### src/rtl/core/slfr_pkg.sv
// ----------------------------------------------------------------------------
// slfr_pkg
// Shared constants and types for the subtractive lagged Fibonacci generator.
// ----------------------------------------------------------------------------
package slfr_pkg;

  localparam int LONG_LAG   = 55;
  localparam int TAP_OFFSET = 31;
  localparam int WORD_W     = 31;
  localparam int CNT_W      = $clog2(LONG_LAG);

  // Minimal-standard refill generator: g = 48271 * g mod (2^31 - 1).
  localparam int MS_MULT = 48271;
  localparam int MULT_W  = $clog2(MS_MULT + 1);
  localparam int PROD_W  = WORD_W + MULT_W;
  localparam logic [WORD_W-1:0] MS_MOD = {WORD_W{1'b1}};

  typedef enum logic [1:0] {
    ST_RUN,
    ST_MUL,
    ST_FOLD
  } slfr_state_t;

  // Shift control for the chain of lag cells.
  typedef struct packed {
    logic              shift;
    logic [WORD_W-1:0] word;
  } chain_ctl_t;

  // Control for the refill generator.
  typedef struct packed {
    logic load;
    logic mul;
    logic fold;
  } fill_ctl_t;

endpackage

### src/rtl/core/slfr_cell.sv
// ----------------------------------------------------------------------------
// slfr_cell
// One lag entry: a word register that takes its neighbor's word on shift.
// ----------------------------------------------------------------------------
module slfr_cell (
  input  logic                       clk,
  input  logic                       shift,
  input  logic [slfr_pkg::WORD_W-1:0] d,
  output logic [slfr_pkg::WORD_W-1:0] q
);
  import slfr_pkg::*;

  always_ff @(posedge clk) begin
    if (shift) begin
      q <= d;
    end
  end

endmodule

### src/rtl/core/slfr_chain.sv
// ----------------------------------------------------------------------------
// slfr_chain
// Row of lag cells ordered by age; cell 0 holds the oldest word.
// ----------------------------------------------------------------------------
module slfr_chain (
  input  logic                        clk,
  input  slfr_pkg::chain_ctl_t        ctl,
  output logic [slfr_pkg::WORD_W-1:0] oldest,
  output logic [slfr_pkg::WORD_W-1:0] tap
);
  import slfr_pkg::*;

  logic [WORD_W-1:0] cell_q [LONG_LAG];
  logic [WORD_W-1:0] cell_d [LONG_LAG];

  for (genvar i = 0; i < LONG_LAG; i++) begin : g_cell
    // The newest word enters at the young end; the rest move one step older.
    if (i == LONG_LAG - 1) begin : g_young
      assign cell_d[i] = ctl.word;
    end else begin : g_mid
      assign cell_d[i] = cell_q[i+1];
    end

    slfr_cell u_cell (
      .clk   (clk),
      .shift (ctl.shift),
      .d     (cell_d[i]),
      .q     (cell_q[i])
    );
  end

  assign oldest = cell_q[0];
  assign tap    = cell_q[TAP_OFFSET];

endmodule

### src/rtl/core/slfr_fill.sv
// ----------------------------------------------------------------------------
// slfr_fill
// Minimal-standard generator used to refill the lag cells: multiply, then fold.
// ----------------------------------------------------------------------------
module slfr_fill (
  input  logic                        clk,
  input  slfr_pkg::fill_ctl_t         ctl,
  input  logic [slfr_pkg::WORD_W-1:0] seed,
  output logic [slfr_pkg::WORD_W-1:0] word
);
  import slfr_pkg::*;

  logic [WORD_W-1:0] gen;
  logic [PROD_W-1:0] prod;
  logic [WORD_W:0]   fsum;
  logic [WORD_W-1:0] folded;

  // 2^31 is 1 mod 2^31-1, so the high part folds onto the low part. The sum
  // stays below twice the modulus, so one conditional subtract finishes it.
  always_comb begin
    fsum = {1'b0, prod[WORD_W-1:0]} + (WORD_W+1)'(prod[PROD_W-1:WORD_W]);
    if (fsum >= {1'b0, MS_MOD}) begin
      folded = WORD_W'(fsum - {1'b0, MS_MOD});
    end else begin
      folded = fsum[WORD_W-1:0];
    end
  end

  always_ff @(posedge clk) begin
    if (ctl.load) begin
      gen <= seed;
    end else if (ctl.fold) begin
      gen <= folded;
    end
    if (ctl.mul) begin
      prod <= PROD_W'(gen) * PROD_W'(MS_MULT);
    end
  end

  assign word = folded;

endmodule

### src/rtl/core/subtractive_lagged_fibonacci_rng_core.sv
// ----------------------------------------------------------------------------
// subtractive_lagged_fibonacci_rng_core
// Subtractive lagged Fibonacci generator, lags 55 and 24, 31-bit words.
// ----------------------------------------------------------------------------
//  channel  | direction | handshake          | payload
//  ---------+-----------+--------------------+--------------------
//  in       | input     | in_valid/in_stall  | reseed
//  out      | output    | out_valid/out_stall| random_value
//  config   | input     | write_enable       | write_data (seed)
//
// A word without reseed is accepted each cycle unless in_stall is high, and
// shows at the output in the next cycle. A refill (first word after reset, or
// reseed) runs the minimal-standard generator once per entry, through a
// multiply state and a fold state. Reset clears control state; the lag cells
// are undefined until the first refill. The output register lets a new word in
// while holding the previous one only if that one is taken in the same cycle.
// ----------------------------------------------------------------------------
module subtractive_lagged_fibonacci_rng_core (
  input  logic                        clk,
  input  logic                        rst,
  input  logic                        in_valid,
  output logic                        in_stall,
  input  logic                        reseed,
  output logic                        out_valid,
  input  logic                        out_stall,
  output logic [slfr_pkg::WORD_W-1:0] random_value,
  input  logic                        write_enable,
  input  logic [slfr_pkg::WORD_W-1:0] write_data
);
  import slfr_pkg::*;

  slfr_state_t       state;
  slfr_state_t       state_next;
  logic [WORD_W-1:0] seed_value;
  logic [CNT_W-1:0]  fill_count;
  logic              filled;
  logic              pending;

  logic              accept;
  logic              out_free;
  logic              need_fill;
  logic              produce;
  logic              start_fill;
  logic              fill_last;
  logic [WORD_W-1:0] oldest;
  logic [WORD_W-1:0] tap;
  logic [WORD_W-1:0] new_word;
  logic [WORD_W-1:0] fill_word;
  chain_ctl_t        chain_ctl;
  fill_ctl_t         fill_ctl;

  assign accept    = in_valid && !in_stall;
  assign out_free  = !out_valid || !out_stall;
  assign need_fill = reseed || !filled;
  assign new_word  = tap - oldest;
  assign fill_last = (fill_count == CNT_W'(LONG_LAG - 1));

  always_ff @(posedge clk) begin
    if (rst) begin
      state <= ST_RUN;
    end else begin
      state <= state_next;
    end
  end

  always_comb begin
    state_next = state;
    in_stall   = 1'b1;
    produce    = 1'b0;
    start_fill = 1'b0;
    case (state)
      ST_RUN: begin
        in_stall = pending || !out_free;
        // A word held back by a refill goes out as soon as the output is free.
        produce    = out_free && (pending || (accept && !need_fill));
        start_fill = accept && need_fill;
        if (start_fill) begin
          state_next = ST_MUL;
        end
      end
      ST_MUL: begin
        state_next = ST_FOLD;
      end
      ST_FOLD: begin
        state_next = fill_last ? ST_RUN : ST_MUL;
      end
      default: begin
        state_next = ST_RUN;
      end
    endcase
  end

  always_comb begin
    chain_ctl.shift = produce || (state == ST_FOLD);
    chain_ctl.word  = (state == ST_FOLD) ? fill_word : new_word;
    fill_ctl.load   = start_fill;
    fill_ctl.mul    = (state == ST_MUL);
    fill_ctl.fold   = (state == ST_FOLD);
  end

  always_ff @(posedge clk) begin
    if (rst) begin
      seed_value <= WORD_W'(1);
      fill_count <= '0;
      filled     <= 1'b0;
      pending    <= 1'b0;
      out_valid  <= 1'b0;
    end else begin
      if (write_enable) begin
        seed_value <= write_data;
      end
      if (start_fill) begin
        fill_count <= '0;
        pending    <= 1'b1;
      end else if (state == ST_FOLD) begin
        fill_count <= fill_count + CNT_W'(1);
        if (fill_last) begin
          filled <= 1'b1;
        end
      end else if (produce) begin
        pending <= 1'b0;
      end
      if (produce) begin
        out_valid <= 1'b1;
      end else if (!out_stall) begin
        out_valid <= 1'b0;
      end
    end
  end

  always_ff @(posedge clk) begin
    if (produce) begin
      random_value <= new_word;
    end
  end

  slfr_chain u_chain (
    .clk    (clk),
    .ctl    (chain_ctl),
    .oldest (oldest),
    .tap    (tap)
  );

  slfr_fill u_fill (
    .clk  (clk),
    .ctl  (fill_ctl),
    .seed (seed_value),
    .word (fill_word)
  );

endmodule

### config.mk
export PLATFORM = sky130hd
export DESIGN_NAME = subtractive_lagged_fibonacci_rng_core
export DESIGN_NICKNAME = d
export VERILOG_FILES = /design/src/rtl/core/slfr_pkg.sv /design/src/rtl/core/slfr_cell.sv /design/src/rtl/core/slfr_chain.sv /design/src/rtl/core/slfr_fill.sv /design/src/rtl/core/subtractive_lagged_fibonacci_rng_core.sv
export SDC_FILE = /design/constraint.sdc
export NUM_CORES = 2
export LEC_CHECK = 0
export BUFFER_PORTS_ARGS = -buffer_cell sky130_fd_sc_hd__clkbuf_2
export CORE_UTILIZATION = 48
export CTS_BUF_LIST = sky130_fd_sc_hd__clkbuf_4 sky130_fd_sc_hd__clkbuf_8
export DETAILED_ROUTE_END_ITERATION = 6
export GPL_TIMING_DRIVEN = 0
export HOLD_SLACK_MARGIN = 0.02
export SYNTH_ARGS = -nofsm -noshare
export SYNTH_HDL_FRONTEND = slang
export SYNTH_SLANG_ARGS = --single-unit
export TNS_END_PERCENT = 30
### constraint.sdc
create_clock -name clk -period 63.6 [get_ports clk]
set_input_delay 9.54 -clock clk [delete_from_list [all_inputs] [get_ports clk]]
set_output_delay 9.54 -clock clk [all_outputs]
set_load 0.01 [all_outputs]
* After elaboration in Yosys (flattened, before gate mapping)
Index checks and enable logic that the tools add are counted.
Word-level totals: input port bits 37, output and inout bits 33, register bits 1856, logic and storage cells 113
Cells by class: bitwise logic cells 1, reductions and logical operators 21, mux-type cells 15, eq/ne operators 6, $add $sub $neg 4, magnitude comparators 1, multiply operators 1
Operators with widths (number):
- $mux 31 | 4
- $mul 31x16->47 const B | 1
- $add 31x16->32 | 1
- $ge 32x31->1 const B | 1
- $sub 31x31->31 | 1
- $sub 31x31->31 const B | 1
- $mux 1 | 9
- $add 6x1->6 const B | 1
- $eq 6x6->1 const B | 1
- $logic_not 1->1 | 6
- $pmux 2 s3 | 1
- $logic_or 1x1->1 | 5
- $logic_and 1x1->1 | 4
- $ne 2x2->1 const B | 2
- $reduce_bool 2->1 | 2
- $reduce_and 3->1 | 1
- $eq 2x1->1 const B | 1
- $eq 2x2->1 const B | 1
- $logic_not 2->1 | 1
- $mux 2 | 1
- $ne 2x1->1 const B | 1
- $reduce_and 2->1 | 1
- $reduce_or 2->1 | 1
- $not 1->1 | 1

* Logic depth before layout (Yosys ltp)
depth after elaboration 14, mapped depth 23, depth with buffers taken out 23

* Cells and area by module
A second synthesis with hierarchy kept.
Unflattened totals: cells, all modules 3652, area, all modules 69705.6 sq um
Modules (own cells, without submodules):
- slfr_cell | cells an instance 31, area an instance 930.9 sq um, instances 55, seq. area each 930.9 sq um
- slfr_fill | cells an instance 1403, area an instance 13696.9 sq um, instances 1, seq. area each 2342.2 sq um
- subtractive_lagged_fibonacci_rng_core | cells an instance 544, area an instance 4809.6 sq um, instances 1, seq. area each 1771.7 sq um

* Worst setup path after synthesis
Ideal clock, no wire load.
path type input to register, start input reseed, end register u_chain.g_cell[0].u_cell.q[0] (netlist name), enable pin, cell stages on the path 4, data arrival time 37.219 ns, path slack 14.847 ns, data required time 52.066 ns, path buffers 0, setup time 11.534 ns, cells stage by stage nand2b_1 > nor2_1 > o21bai_1 > nand2_1
RTL lines:
- from (decl) | line subtractive_lagged_fibonacci_rng_core.sv:23 | input logic reseed,
- to (signal assigned) | line slfr_cell.sv:15 | q <= d;
- to (decl) | line slfr_cell.sv:9 | output logic [slfr_pkg::WORD_W-1:0] q

* Worst setup path after layout
start input out_stall, end output in_stall
On the way: longest elaborated chain between the ends 5
RTL lines:
- from (decl) | line subtractive_lagged_fibonacci_rng_core.sv:25 | input logic out_stall,
- $logic_not 1->1
- $logic_or 1x1->1 | line subtractive_lagged_fibonacci_rng_core.sv:53 | assign out_free = !out_valid || !out_stall;
- $logic_not 1->1 | line subtractive_lagged_fibonacci_rng_core.sv:73 | in_stall = pending || !out_free;
- $logic_or 1x1->1 | line subtractive_lagged_fibonacci_rng_core.sv:73
- $mux 1 | line subtractive_lagged_fibonacci_rng_core.sv:71 | case (state)
- to (decl) | line subtractive_lagged_fibonacci_rng_core.sv:22 | output logic in_stall,
No other way between the ends.

==> impl_results.md <==
- Critical path startpoint category: input pin
- Worst Clk Skew: 0.101 ns
- Reg2reg start: u_fill.gen[18]
- Final WL: 120000 um
- Final period util: 31.5%
- Crit path DAT: 10.52 ns
- Final std cells w/o fill: 6062
- Worst Hold Class: reg -> reg
- Gp weighted congestion: 0.863
- Root buffer cell: clkbuf_8
- Hold buffers post-CTS: 0
- Row count: 138
- I/O pin cnt: 70
- Cell Area, Placed: 72600 um^2
- Chip height: 382 um
- Crit path kind: in -> out
- Final Max Slew Viols: 0
- Vias in the first global route: 31015
- Top_reg_cell synth: edfxtp_1
- First-pass GRT wire length: 183000 um
- Initial Util: 48.6%
- Min-Delay Startpoint: u_chain.g_cell[53].u_cell.q[11]
- Synth unique cells: 79
- IO buf count: 67
- FF+latch count, synth: 1856
- Worst reg2reg setup slack: 55.26 ns
- Die Wd: 382 um
- Setup Buffers After CTS: 0
- Most instantiated cells after synthesis: edfxtp_1 (1814), inv_1 (319), ha_1 (237)
- Maximum fanout along the worst path: 3
- H-tree depth: 5
- Final hold viol count: 0
- Fin crit period: 20.06 ns
- Reg-to-Reg End: u_fill.prod[39]
- Max Root-Sink Buffers: 4
- Unrepaired setup endpoints after global routing: false
- Slowest cell on the critical path: nand2_1
- Post-Syn Nets: 4014
- CTS Buf Count: 305
- Vias per cell: 5.07
- Area contributors post-synth: edfxtp_1 (79%), fa_1 (5.5%), ha_1 (4.3%), inv_1 (1.7%), dfxtp_1 (1.2%)
- Register area share after synthesis: 80.0%
- Fmax: 49.8 MHz
- Setup violations, final: 0
- Syn. warnings: 0
- Via Count: 30748
- WHS Endpoint: u_chain.g_cell[52].u_cell.q[11]
- Worst path max stage delay: 0.23 ns
- Final setup TNS: 0 ns
- R2R cell count: 20
- Area Growth Syn to Fin: 13.3%
- CP endpoint kind: output pin
- Post-synth ARST share: 0%
- Post-DP HPWL: 79400 um
- Largest net degree at the start of global routing: 78
- Reg clk slew, reported paths: 0.06 ns
- Most area-hungry cell type in the Yosys netlist: edfxtp_1
- WHS Path Cells: 0
- CTS tree: done
- Fin area: 78300 um^2
- Max cap viols: 0
- Core Region: 142000 um^2
- DR pass1 iterations: 5
- Outcome: finished, final reports clean
- Nets@finish: 4416
- Post-synth EDFFs: 1814
- # DRC: 0
- Slew headroom: 23.3%
- Resized cells post-CTS: 0
- Die area: 146000 um^2
- ANT nets after route: 0
- Sink Count: 1856
- Top-area cell type share of the netlist area: 78.8%
- Worst EP required: 54.06 ns
- CP delay by family, top: simple AND/OR/NAND/NOR gates
- Cell count after synthesis: 3549
- Post-layout util: 55.1%
- Crit-path cells: clkbuf_2 -> nand2_1 -> nand2_1 -> nor2_1 -> inv_1 -> clkbuf_2
- Syn Area/Cell: 19.5 um^2
- Placed Instances: 5534
- Clock Latency Late Sink: 0.97 ns
- Netlist Area Pre-Place: 69200 um^2
- Initial drt markers: 2506
- Wire per inst: 19.7 um
- Top-count cell post-synth: edfxtp_1
- Share of layout cells above drive strength 1: 14.2%
- Buffers and inverters on the worst path: 3
- Slew @ Worst Pin: 1.14 ns
- Grt ovf: 0
- Tot GR Track Use: 16.7%
- Antenna violations before repair: 14
## through the flow
| step | hold WS, ns | worst slack [ns] |
|---|---|---|
| 2_1_floorplan | 0.400 | 14.85 |
| 3_3_place_gp | 0.400 | 0.835 |
| 3_5_place_dp | 0.405 | 43.57 |
| 4_1_cts | 0.342 | 43.57 |
| 5_1_grt | 0.370 | 43.46 |
| 6_report | 0.358 | 43.54 |
## state kept, by name, summed over array words and instances, names as in the netlist, 2 cells and up
register	count
fill_count	6
random_value	31
seed_value	31
state	2
u_chain.g_cell.u_cell.q	1705
u_fill.gen	31
u_fill.prod	47
## placed cells by master (no fill, tap or decap), types with 21 or more instances in the layout
master / n
a21o_1: 63
a21oi_1: 89
buf_16: 26
clkbuf_1: 34
clkbuf_2: 67
clkbuf_4: 106
clkbuf_8: 315
clkinv_1: 60
clkinv_2: 25
dfxtp_1: 42
edfxtp_1: 1814
fa_1: 191
ha_1: 237
inv_1: 318
mux2i_1: 38
nand2_1: 108
nand3_1: 28
nand4_1: 26
nor2_1: 100
nor3_1: 29
o21ai_0: 45
o31ai_1: 21
xnor2_1: 57
xor2_1: 35
## worst max path at each step
stage              start                         endpoint  slack (ns)  cells after the start
2_1_floorplan     reseed    u_chain.g_cell[0].u_cell.q[0]       14.85                      4
3_3_place_gp      reseed  u_chain.g_cell[28].u_cell.q[23]        0.83                      5
3_5_place_dp   out_stall                         in_stall       43.57                      6
4_1_cts        out_stall                         in_stall       43.57                      6
5_1_grt        out_stall                         in_stall       43.46                      6
6_report       out_stall                         in_stall       43.54                      6
## final cells by class
type,count,area [um^2]
fillers,10941,63900
flip-flops and latches,1856,55300
multi-input cells,1333,12500
clock buffers,421,5130
well taps,1890,2360
inverters,319,1200
repair buffers,95,1090
clock inverters,97,553
plain buffers,41,160
diodes,10,25.0
## worst reg2reg max path: cells and delay by family, from the launching register on
family	cells	cell delay, ns
adders and majority gates	7	3.52
DFF	1	0.70
AOI/OAI and AO/OA	8	3.20
buffers and inverters	4	0.45
and+or+nand+nor	1	0.08
## cells by family after synthesis
logic type | after synthesis | share of synthesized area, %
muxes | 42 | 0.615
xor gates and xnor gates | 92 | 1.17
buffers and inverters | 360 | 1.96
adders and majority gates | 428 | 9.82
AOI/OAI and AO/OA | 360 | 3.52
and+or+nand+nor | 411 | 2.95
DFF | 1856 | 80.0
## layer usage
metal | up-vias | global-route usage, % | part of all wire (%)
li1 | 14218 | - | -
met1 | 15580 | 26.2 | 50
met2 | 762 | 23.0 | 42
met3 | 188 | 3.79 | 5.8
met4 | 0 | 5.36 | 2.0
met5 | - | 0 | 0
Power is left out: the tool's default activity adds up to more than one toggle a clock period on the data nets, which glitch-free logic cannot reach.
